--- src/hdl/qea_pkg.sv ---
`timescale 1ns / 1ps

package qea_pkg;

  typedef struct packed {
    logic cmd;
    logic pin_a;
    logic pin_b;
  } qea_in_t;

  typedef struct packed {
    logic signed [7:0] step;
    logic              fired;
  } qea_out_t;

  typedef struct packed {
    logic [7:0] window_ticks;
    logic [4:0] slow_limit;
    logic [4:0] fast_limit;
    logic [6:0] big_step;
    logic [6:0] huge_step;
  } qea_cfg_t;

  localparam int unsigned CfgIdxW  = 3;
  localparam int unsigned CfgDataW = 8;

  typedef enum logic [CfgIdxW-1:0] {
    REG_WINDOW_TICKS = 3'd0,
    REG_SLOW_LIMIT   = 3'd1,
    REG_FAST_LIMIT   = 3'd2,
    REG_BIG_STEP     = 3'd3,
    REG_HUGE_STEP    = 3'd4
  } qea_reg_t;

  localparam logic CMD_TICK = 1'b0;
  localparam logic CMD_POLL = 1'b1;

  localparam logic [7:0] WINDOW_TICKS_RST = 8'd200;
  localparam logic [4:0] SLOW_LIMIT_RST   = 5'd1;
  localparam logic [4:0] FAST_LIMIT_RST   = 5'd4;
  localparam logic [6:0] BIG_STEP_RST     = 7'd16;
  localparam logic [6:0] HUGE_STEP_RST    = 7'd64;

  // Gray mapping of the two pins: 00->0, 01->1, 11->2, 10->3.
  function automatic logic [1:0] gray_phase(input logic a, input logic b);
    gray_phase = {a, a ^ b};
  endfunction

endpackage

--- src/hdl/quadrature_encoder_accelerated_unit.sv ---
`timescale 1ns / 1ps

// Quadrature encoder decoder with speed-dependent step acceleration.
// Input channel (in_valid/in_ready/in_data): a tick word samples pins A and B
// and moves the delta accumulator and the window counter; a poll word reads
// out an accelerated step once the window counter has run down to zero.
// Output channel (out_valid/out_ready/out_data): exactly one word per input
// word, in order, carrying the signed step and the fired flag.
// Configuration port (cfg_valid/cfg_ready/cfg_index/cfg_data): always ready;
// write only while no input word is in flight.
// A word accepted at an edge while the output stage is empty shows on out_data
// after that edge. Throughput is one word per cycle while in_ready is high, set
// by the single state update between the input and the output register.
// A two-word output stage lets one more input word in while a result waits;
// in_ready drops only when both output slots are full.
// Reset restores the register defaults, clears the accumulator and window
// counter, and empties the output stage. The first tick after reset records
// the pin phase and counts no motion; the window counter still steps down.

module quadrature_encoder_accelerated_unit
  import qea_pkg::*;
(
  input  logic                clk,
  input  logic                rst_n,
  input  logic                in_valid,
  output logic                in_ready,
  input  qea_in_t             in_data,
  output logic                out_valid,
  input  logic                out_ready,
  output qea_out_t            out_data,
  input  logic                cfg_valid,
  output logic                cfg_ready,
  input  logic [CfgIdxW-1:0]  cfg_index,
  input  logic [CfgDataW-1:0] cfg_data
);

  qea_cfg_t cfg;
  qea_out_t result;
  logic     push, pop;

  qea_out_t main_r, main_nxt;
  qea_out_t skid_r, skid_nxt;
  logic     main_valid_r, main_valid_nxt;
  logic     skid_valid_r, skid_valid_nxt;

  assign in_ready  = !skid_valid_r;
  assign push      = in_valid && in_ready;
  assign out_valid = main_valid_r;
  assign out_data  = main_r;
  assign pop       = main_valid_r && out_ready;

  qea_cfg u_cfg (
    .clk       (clk),
    .rst_n     (rst_n),
    .cfg_valid (cfg_valid),
    .cfg_ready (cfg_ready),
    .cfg_index (cfg_index),
    .cfg_data  (cfg_data),
    .cfg       (cfg)
  );

  qea_core u_core (
    .clk     (clk),
    .rst_n   (rst_n),
    .accept  (push),
    .in_word (in_data),
    .cfg     (cfg),
    .result  (result)
  );

  always_comb begin
    main_nxt       = main_r;
    skid_nxt       = skid_r;
    main_valid_nxt = main_valid_r;
    skid_valid_nxt = skid_valid_r;
    if (pop) begin
      if (skid_valid_r) begin
        main_nxt = skid_r;
        if (push) begin
          skid_nxt = result;
        end else begin
          skid_valid_nxt = 1'b0;
        end
      end else if (push) begin
        main_nxt = result;
      end else begin
        main_valid_nxt = 1'b0;
      end
    end else if (push) begin
      if (!main_valid_r) begin
        main_nxt       = result;
        main_valid_nxt = 1'b1;
      end else begin
        skid_nxt       = result;
        skid_valid_nxt = 1'b1;
      end
    end
  end

  always_ff @(posedge clk) begin
    if (!rst_n) begin
      main_valid_r <= 1'b0;
      skid_valid_r <= 1'b0;
    end else begin
      main_valid_r <= main_valid_nxt;
      skid_valid_r <= skid_valid_nxt;
    end
  end

  always_ff @(posedge clk) begin
    main_r <= main_nxt;
    skid_r <= skid_nxt;
  end

endmodule

--- src/hdl/qea_cfg.sv ---
`timescale 1ns / 1ps

module qea_cfg
  import qea_pkg::*;
(
  input  logic                clk,
  input  logic                rst_n,
  input  logic                cfg_valid,
  output logic                cfg_ready,
  input  logic [CfgIdxW-1:0]  cfg_index,
  input  logic [CfgDataW-1:0] cfg_data,
  output qea_cfg_t            cfg
);

  qea_cfg_t cfg_r;

  assign cfg_ready = 1'b1;
  assign cfg       = cfg_r;

  always_ff @(posedge clk) begin
    if (!rst_n) begin
      cfg_r.window_ticks <= WINDOW_TICKS_RST;
      cfg_r.slow_limit   <= SLOW_LIMIT_RST;
      cfg_r.fast_limit   <= FAST_LIMIT_RST;
      cfg_r.big_step     <= BIG_STEP_RST;
      cfg_r.huge_step    <= HUGE_STEP_RST;
    end else if (cfg_valid) begin
      // Indexes beyond the register list are dropped.
      unique case (cfg_index)
        REG_WINDOW_TICKS: cfg_r.window_ticks <= cfg_data;
        REG_SLOW_LIMIT:   cfg_r.slow_limit   <= cfg_data[4:0];
        REG_FAST_LIMIT:   cfg_r.fast_limit   <= cfg_data[4:0];
        REG_BIG_STEP:     cfg_r.big_step     <= cfg_data[6:0];
        REG_HUGE_STEP:    cfg_r.huge_step    <= cfg_data[6:0];
        default: ;
      endcase
    end
  end

endmodule

--- src/hdl/qea_core.sv ---
`timescale 1ns / 1ps

module qea_core
  import qea_pkg::*;
(
  input  logic     clk,
  input  logic     rst_n,
  input  logic     accept,
  input  qea_in_t  in_word,
  input  qea_cfg_t cfg,
  output qea_out_t result
);

  logic [1:0] last_phase_r, last_phase_nxt;
  logic       primed_r, primed_nxt;
  logic [7:0] delta_r, delta_nxt;
  logic [7:0] window_r, window_nxt;

  logic [1:0] now_phase;
  logic [1:0] diff;
  logic [5:0] detents;
  logic [5:0] mag;
  logic       neg;
  logic [7:0] step_val;

  assign now_phase = gray_phase(in_word.pin_a, in_word.pin_b);
  assign diff      = last_phase_r - now_phase;

  // Detent count is the accumulator shifted right by two, sign kept.
  assign detents = delta_r[7:2];
  assign neg     = detents[5];
  assign mag     = neg ? (6'd0 - detents) : detents;

  always_comb begin
    if (mag <= {1'b0, cfg.slow_limit}) begin
      step_val = {{2{detents[5]}}, detents};
    end else if (mag <= {1'b0, cfg.fast_limit}) begin
      step_val = neg ? (8'd0 - {1'b0, cfg.big_step}) : {1'b0, cfg.big_step};
    end else begin
      step_val = neg ? (8'd0 - {1'b0, cfg.huge_step}) : {1'b0, cfg.huge_step};
    end
  end

  always_comb begin
    last_phase_nxt = last_phase_r;
    primed_nxt     = primed_r;
    delta_nxt      = delta_r;
    window_nxt     = window_r;
    result.step    = 8'sd0;
    result.fired   = 1'b0;
    unique case (in_word.cmd)
      CMD_TICK: begin
        if (!primed_r) begin
          last_phase_nxt = now_phase;
          primed_nxt     = 1'b1;
        end else if (diff[0]) begin
          // An even difference (no move or a skipped state) leaves the phase and the accumulator as they were.
          last_phase_nxt = now_phase;
          delta_nxt      = diff[1] ? (delta_r + 8'd1) : (delta_r - 8'd1);
        end
        window_nxt = window_r - 8'd1;
      end
      CMD_POLL: begin
        if (window_r == 8'd0) begin
          window_nxt   = cfg.window_ticks;
          delta_nxt    = {6'd0, delta_r[1:0]};
          result.step  = step_val;
          result.fired = 1'b1;
        end
      end
      default: ;
    endcase
  end

  always_ff @(posedge clk) begin
    if (!rst_n) begin
      last_phase_r <= 2'd0;
      primed_r     <= 1'b0;
      delta_r      <= 8'd0;
      window_r     <= 8'd0;
    end else if (accept) begin
      last_phase_r <= last_phase_nxt;
      primed_r     <= primed_nxt;
      delta_r      <= delta_nxt;
      window_r     <= window_nxt;
    end
  end

endmodule

--- config.mk ---
export PLATFORM = sky130hd
export DESIGN_NAME = quadrature_encoder_accelerated_unit
export DESIGN_NICKNAME = d
export VERILOG_FILES = /design/src/hdl/qea_pkg.sv /design/src/hdl/quadrature_encoder_accelerated_unit.sv /design/src/hdl/qea_cfg.sv /design/src/hdl/qea_core.sv
export SDC_FILE = /design/constraint.sdc
export NUM_CORES = 1
export LEC_CHECK = 0
export ABC_CLOCK_PERIOD_IN_PS = 3400
export BUFFER_PORTS_ARGS = -buffer_cell sky130_fd_sc_hd__buf_2
export CORE_ASPECT_RATIO = 0.7
export CORE_MARGIN = 8
export CORE_UTILIZATION = 60
export CTS_CLUSTER_SIZE = 30
export DETAILED_ROUTE_END_ITERATION = 10
export GPL_TIMING_DRIVEN = 0
export PLACE_DENSITY_LB_ADDON = 0.05
export SETUP_SLACK_MARGIN = 0.1
export SYNTH_ARGS = -nofsm -noshare
export SYNTH_HDL_FRONTEND = slang
export SYNTH_HIERARCHICAL = 1
export SYNTH_SLANG_ARGS = --single-unit
--- constraint.sdc ---
create_clock -name clk -period 3.4 [get_ports clk]
set_clock_uncertainty 0.2 [all_clocks]
set_input_delay 0.34 -clock clk [delete_from_list [all_inputs] [get_ports clk]]
set_output_delay 0.34 -clock clk [all_outputs]
set_load 0.05 [all_outputs]
==> flow_summary.json, run 1 <==
{
  "r2r_end": "out_data[6]$_DFFE_PP_",
  "cts.htree.levels": 3,
  "clk_latency_ns": 0.35,
  "critPathSlowestCell": "dfxtp_2",
  "rr_startpoint": "u_core/delta_r[7]$_SDFFE_PN0P_",
  "rows": 25,
  "synth.distinct_cells": 61,
  "antenna_found_initial": 0,
  "drc_errors": 0,
  "post-route-util_pct": 69.3,
  "ys_seq_area_share_pct": 39.2,
  "final_common_cell": "nand2_1",
  "grt_usage_pct": 19.1,
  "cts_hold_buffers": 0,
  "cts_root_buf": "clkbuf_8",
  "antenna_left": 0,
  "post_cts_buffers": 0,
  "die_x_um": 115,
  "syn_inst": 443,
  "grt_pass1_vias": 3083,
  "core_um2": 6660,
  "syn_area_per_cell_um2": 9.23,
  "io_buffers": 29,
  "cp.depth": 11,
  "syn_area_um2": 4090,
  "start_util_pct": 61.4,
  "synth-edff-count": 18,
  "status": "finished, final reports clean",
  "nNetsFinal": 523,
  "cp_common_cell": "a21oi_1",
  "crit_chain": "clkbuf_4, o31ai_1, xnor2_1, ha_1, a21o_1, a21oi_1, a32oi_2, nor2_4, mux2i_1, a21oi_1, mux2_2",
  "power_leakage_nw": 1.98,
  "path_max_fanout": 10,
  "syn_nets": 484,
  "dieArea_um2": 9760,
  "grt_pass1_wl_mm": 14.8,
  "drt-initial-drc-count": 194,
  "max_freq_mhz": 316,
  "grt_max_degree": 14,
  "finalCriticalPeriod_ns": 3.16,
  "ir_drop_v": 0.000318,
  "r2r_cells": 11,
  "hold_viol_final": 0,
  "final_max_slew_viol_count": 0,
  "crit_path_start_kind": "flop",
  "design_area_um2": 4620,
  "layout-drive-gt1-share_pct": 16.4,
  "cp-startpoint": "u_core/delta_r[7]$_SDFFE_PN0P_",
  "cp.required_ns": 3.31,
  "final_cell_mix": "nand2_1 (68), dfxtp_1 (50), mux2i_1 (42)",
  "grt-ovfl-total": 0,
  "fillers": 551,
  "cts.sinks": 71,
  "endpoint_kind": "flop",
  "dp_slack_ns": -0.288,
  "synth-main-ff-cell": "dfxtp_1",
  "crit_buf_inv": 1,
  "fin_hold_ws_ns": 0.0540,
  "reg2reg_slack_ns": 0.24,
  "cts_tree": "done",
  "gp_congestion": 0.901,
  "ys_ff_latch": 71,
  "power.density_nw_per_um2": 444,
  "critPathKind": "reg -> reg",
  "endpoint": "out_data[6]$_DFFE_PP_",
  "place_hpwl_mm": 6.73,
  "vias": 3284,
  "firstDrtPassIters": 6,
  "finalSetupViolCount": 0,
  "fin_ws_ns": 0.236,
  "fp.dieH_um": 85.1,
  "ys_warn_count": 6,
  "wirelength_mm": 8.90,
  "area_delta_synth_final_pct": 12.9,
  "pin_count": 31,
  "ys_async_sr_fraction_pct": 0,
  "cts_buffer_depth": 2,
  "path_delay_family": "compound AO/OA/AOI/OAI gates",
  "via_per_inst": 5.65,
  "avgRoutedWirePerCell_um": 15.3,
  "hp-class": "in -> reg",
  "worst_slew_pin_slew_ns": 0.925,
  "max_stage_delay_ns": 0.40,
  "rsz0062_at_grt": "false",
  "antenna-diode-count": 0,
  "clkTransAtPathRegs_ns": 0.08,
  "numCtsBuffers": 9,
  "max_slew_margin_pct": 38.3,
  "cp.arrival_ns": 3.07,
  "tns_ns": 0,
  "cap_violations": 0,
  "finalCritPeriodShare_pct": 93.0,
  "placed_area_um2": 4350
}
synth_stat cells, types with 2 or more instances:
library cell,instances,area share [%]
and3_1,4,0.61
xnor2_1,18,3.9
o211a_1,2,0.49
clkbuf_1,12,1.1
buf_2,4,0.49
xor2_1,5,1.1
nand2_1,68,6.2
a21oi_1,18,2.2
a31oi_1,2,0.31
nor2b_1,20,3.1
o31ai_1,6,1.1
and2_1,2,0.31
nand4bb_1,2,0.55
or3_1,4,0.61
mux2i_1,42,10
edfxtp_1,18,13
nor3_1,6,0.73
dfxtp_1,53,26
ha_1,21,6.4
nand2b_1,6,0.92
o21ai_2,3,0.64
inv_1,22,2.0
nand3_1,6,0.73
o21a_1,3,0.55
nor2_1,17,1.6
nor4_1,3,0.46
a21boi_0,6,1.1
o21ai_0,22,2.7
a32oi_1,2,0.43
mux2_2,9,2.5
nand4_1,4,0.61
a21o_1,3,0.55
o21ai_1,2,0.24
cells by family after synthesis:
kind of cell / synth area share (%)
xor+xnor: 4.92
mux: 12.8
flops: 39.2
compound gates: 11.9
other cells: 0.0917
simple gates: 19.8
fa+ha+maj: 6.91
buf+inv: 4.47
report_power, final:
group          switching [mW]  total, mW  internal (mW)
sequential             0.0344      0.937          0.902
combinational           0.233      0.375          0.143
clock                   0.330      0.737          0.407
total                   0.597       2.05           1.45
per-layer routing:
metal	GRT usage, %	share of wire [%]	vias up
met4	7.22	1.4	0
met3	4.75	5.7	14
met1	24.4	47	1543
li1	-	-	1639
met2	30.4	46	88
met5	0	0	-
per-stage QoR:
stage | power (mW) | std cells
4_1_cts | 2.06 | 581
6_report | 2.05 | 581
3_5_place_dp | 1.32 | 566
3_3_place_gp | 1.31 | 566
5_1_grt | 2.14 | 581
2_1_floorplan | 1.23 | 443
sequential cells by signal (all words and copies together) (netlist names):
name / flops
u_core/delta_r: 8
out_data: 9
u_core/last_phase_r: 2
out_valid: 1
skid_valid_r: 1
u_cfg/cfg: 32
u_core/window_r: 8
u_core/primed_r: 1
skid_r: 9
worst min-delay path, delay by kind of cell:
kind	cells	cell delay [ns]
muxes	1	0.11
and+or+nand+nor	1	0.04
buffers and inverters	1	0.09
worst min-delay path by stage:
stage / start / endpoint / cells after the start
after floorplan: u_cfg/cfg[29]$_SDFFE_PN0P_ / u_cfg/cfg[29]$_SDFFE_PN0P_ / 2
after global placement: u_cfg/cfg[17]$_SDFFE_PN0P_ / u_cfg/cfg[17]$_SDFFE_PN0P_ / 2
after detailed placement: u_cfg/cfg[17]$_SDFFE_PN0P_ / u_cfg/cfg[17]$_SDFFE_PN0P_ / 2
after CTS: cfg_data[0] / u_cfg/cfg[19]$_SDFFE_PN1P_ / 3
after global routing: cfg_data[4] / u_cfg/cfg[11]$_SDFFE_PN1P_ / 3
final: cfg_data[0] / u_cfg/cfg[19]$_SDFFE_PN1P_ / 3
final cells by class:
| class | count | area (µm²) | area share, % |
|---|---|---|---|
| Clock buffer | 11 | 163 | 3.52 |
| Sequential cell | 71 | 1610 | 34.9 |
| Multi-Input combinational cell | 329 | 2340 | 50.6 |
| Clock inverter | 5 | 61.3 | 1.33 |
| Inverter | 24 | 95.1 | 2.06 |
| Buffer | 18 | 88.8 | 1.92 |
| Tap cell | 94 | 118 | 2.55 |
| Timing Repair Buffer | 29 | 145 | 3.14 |
timing repair:
item,in CTS,in global routing
pin swaps,0,3
gates resized for setup,8,8
endpoints found under the setup margin,15,9
Note: power is estimated with default switching activity, not from simulation.
==> run 2: changes to the inputs <==
--- a/config.mk
+++ b/config.mk
@@ -14,6 +14,7 @@
 export DETAILED_ROUTE_END_ITERATION = 10
 export GPL_TIMING_DRIVEN = 0
 export PLACE_DENSITY_LB_ADDON = 0.05
+export REMOVE_ABC_BUFFERS = 1
 export SETUP_SLACK_MARGIN = 0.1
 export SYNTH_ARGS = -nofsm -noshare
 export SYNTH_HDL_FRONTEND = slang
==> run 2 against run 1 <==
Against the previous run:
- fmax grew 0.77%
- sequential share of layout area grew 0.72 points
- via count decreased by 4.8%
- combinational power down 3%
- critical path type unchanged
- core utilization down 1.5 points
- largest power group unchanged
- die area stayed put
- worst setup slack better by 0.024 ns
- global-route usage is 0.81 points lower
- sequential cell count stayed put
==> flow_summary.json, run 2 (synthesis gave the netlist of run 1 again) <==
{
  "status": "finished, final reports clean",
  "avgRoutedWirePerCell_um": 15.1,
  "grt_usage_pct": 18.3,
  "dp_slack_ns": -0.297,
  "max_slew_margin_pct": 31.1,
  "start_util_pct": 61.4,
  "hp-class": "in -> reg",
  "crit_path_start_kind": "flop",
  "grt-ovfl-total": 0,
  "numCtsBuffers": 9,
  "power.density_nw_per_um2": 445,
  "pin_count": 31,
  "p_seq_share_pct": 46.6,
  "p_sw_share_pct": 28.2,
  "clk_latency_ns": 0.34,
  "placed_area_um2": 4270,
  "fin_hold_ws_ns": 0.0620,
  "grt_max_degree": 69,
  "grt_pass1_vias": 3025,
  "hold_viol_final": 0,
  "tns_ns": 0,
  "clkTransAtPathRegs_ns": 0.08,
  "final_common_cell": "nand2_1",
  "max_freq_mhz": 319,
  "p_switching_mw": 0.567,
  "layout-drive-gt1-share_pct": 15.1,
  "power_leakage_nw": 1.93,
  "largest_register_ffs": 32,
  "finalCritPeriodShare_pct": 92.3,
  "cts.sinks": 71,
  "final_cell_mix": "nand2_1 (68), dfxtp_1 (50), mux2i_1 (42)",
  "cts_hold_buffers": 0,
  "path_max_fanout": 7,
  "rsz0062_at_grt": "false",
  "drt-initial-drc-count": 197,
  "io_buffers": 29,
  "grt_pass1_wl_mm": 14.3,
  "clkPwrFrac_pct": 35.2,
  "rows": 25,
  "wirelength_mm": 8.51,
  "design_area_um2": 4520,
  "p_int_mw": 1.44,
  "fin_cells": 563,
  "via_per_inst": 5.55,
  "cts.htree.levels": 3,
  "firstDrtPassIters": 4,
  "post-route-util_pct": 67.8,
  "post_cts_buffers": 0,
  "dieArea_um2": 9760,
  "cts_root_buf": "clkbuf_8",
  "cts_tree": "done",
  "nNetsFinal": 505,
  "cp.required_ns": 3.30,
  "finalSetupViolCount": 0,
  "gp_congestion": 0.844,
  "place_hpwl_mm": 6.20,
  "die_x_um": 115,
  "power_mw": 2.01,
  "antenna-diode-count": 0,
  "vias": 3126,
  "ir_drop_v": 0.000254,
  "drc_errors": 0,
  "antenna_left": 0,
  "cap_violations": 0,
  "worst_slew_pin_slew_ns": 1.03,
  "core_um2": 6660,
  "place_inst": 547,
  "endpoint_kind": "flop",
  "fp.dieH_um": 85.1,
  "cp.arrival_ns": 3.04,
  "combPwrFrac_pct": 18.2,
  "fin_ws_ns": 0.261,
  "critPathKind": "reg -> reg",
  "cts_buffer_depth": 2,
  "area_delta_synth_final_pct": 10.5,
  "finalCriticalPeriod_ns": 3.14,
  "antenna_found_initial": 0,
  "final_max_slew_viol_count": 0
}
run 2: cell types whose count changed in the layout (fill, tap and decap cells not counted), sizes merged:
| cell | delta |
|---|---|
| buf | -7 |
| clkinvlp | -1 |
| clkinv | +1 |
| clkbuf | -9 |
| inv | -2 |
run 2: layout make-up:
| type | instances | area (µm²) |
|---|---|---|
| repair buffers | 29 | 145 |
| fillers | 538 | 2140 |
| clock inverters | 3 | 40.0 |
| clock buffers | 13 | 170 |
| multi-input cells | 329 | 2340 |
| flip-flops and latches | 71 | 1610 |
| inverters | 24 | 95.1 |
| well taps | 94 | 118 |
run 2: per-layer routing:
| metal | global-route usage [%] | up-vias | share of wire, % |
|---|---|---|---|
| met3 | 5.17 | 6 | 5.5 |
| li1 | - | 1595 | - |
| met2 | 27.9 | 65 | 46 |
| met4 | 4.69 | 0 | 0.69 |
| met1 | 24.7 | 1460 | 48 |
| met5 | 0 | - | 0 |
run 2: worst max-delay path: stages, from the launching register on:
cell	delay (ns)
dfxtp_4	0.40
inv_1	0.09
ha_1	0.22
nand2b_1	0.18
xnor2_2	0.17
ha_1	0.28
and3_1	0.20
o21ai_1	0.10
a32oi_2	0.13
nor2_4	0.28
mux2i_1	0.26
a21oi_1	0.13
mux2_2	0.28
run 2: what timing repair did:
action | in CTS | in global routing
pin swaps | 0 | 3
setup endpoints to repair | 15 | 10
gates resized for setup | 6 | 9
run 2: worst paths after layout:
kind	slack, ns	start	end	cells after the start
hold reg to reg	0.26	u_cfg/cfg[15]$_SDFFE_PN0P_	u_cfg/cfg[15]$_SDFFE_PN0P_	2
setup reg to reg	0.26	u_core/delta_r[2]$_SDFFE_PN0P_	out_data[6]$_DFFE_PP_	12
hold / removal	0.06	cfg_data[6]	u_cfg/cfg[13]$_SDFFE_PN0P_	3
setup / recovery	0.26	u_core/delta_r[2]$_SDFFE_PN0P_	out_data[6]$_DFFE_PP_	12
run 2: power groups by stage:
stage                     Sequential, mW  Combinational, mW  Clock (mW)
after floorplan                    0.983              0.234           0
after global placement             0.955              0.348           0
after detailed placement           0.956              0.357           0
after CTS                          0.937              0.359       0.726
after global routing               0.942              0.404       0.761
final                              0.937              0.365       0.707
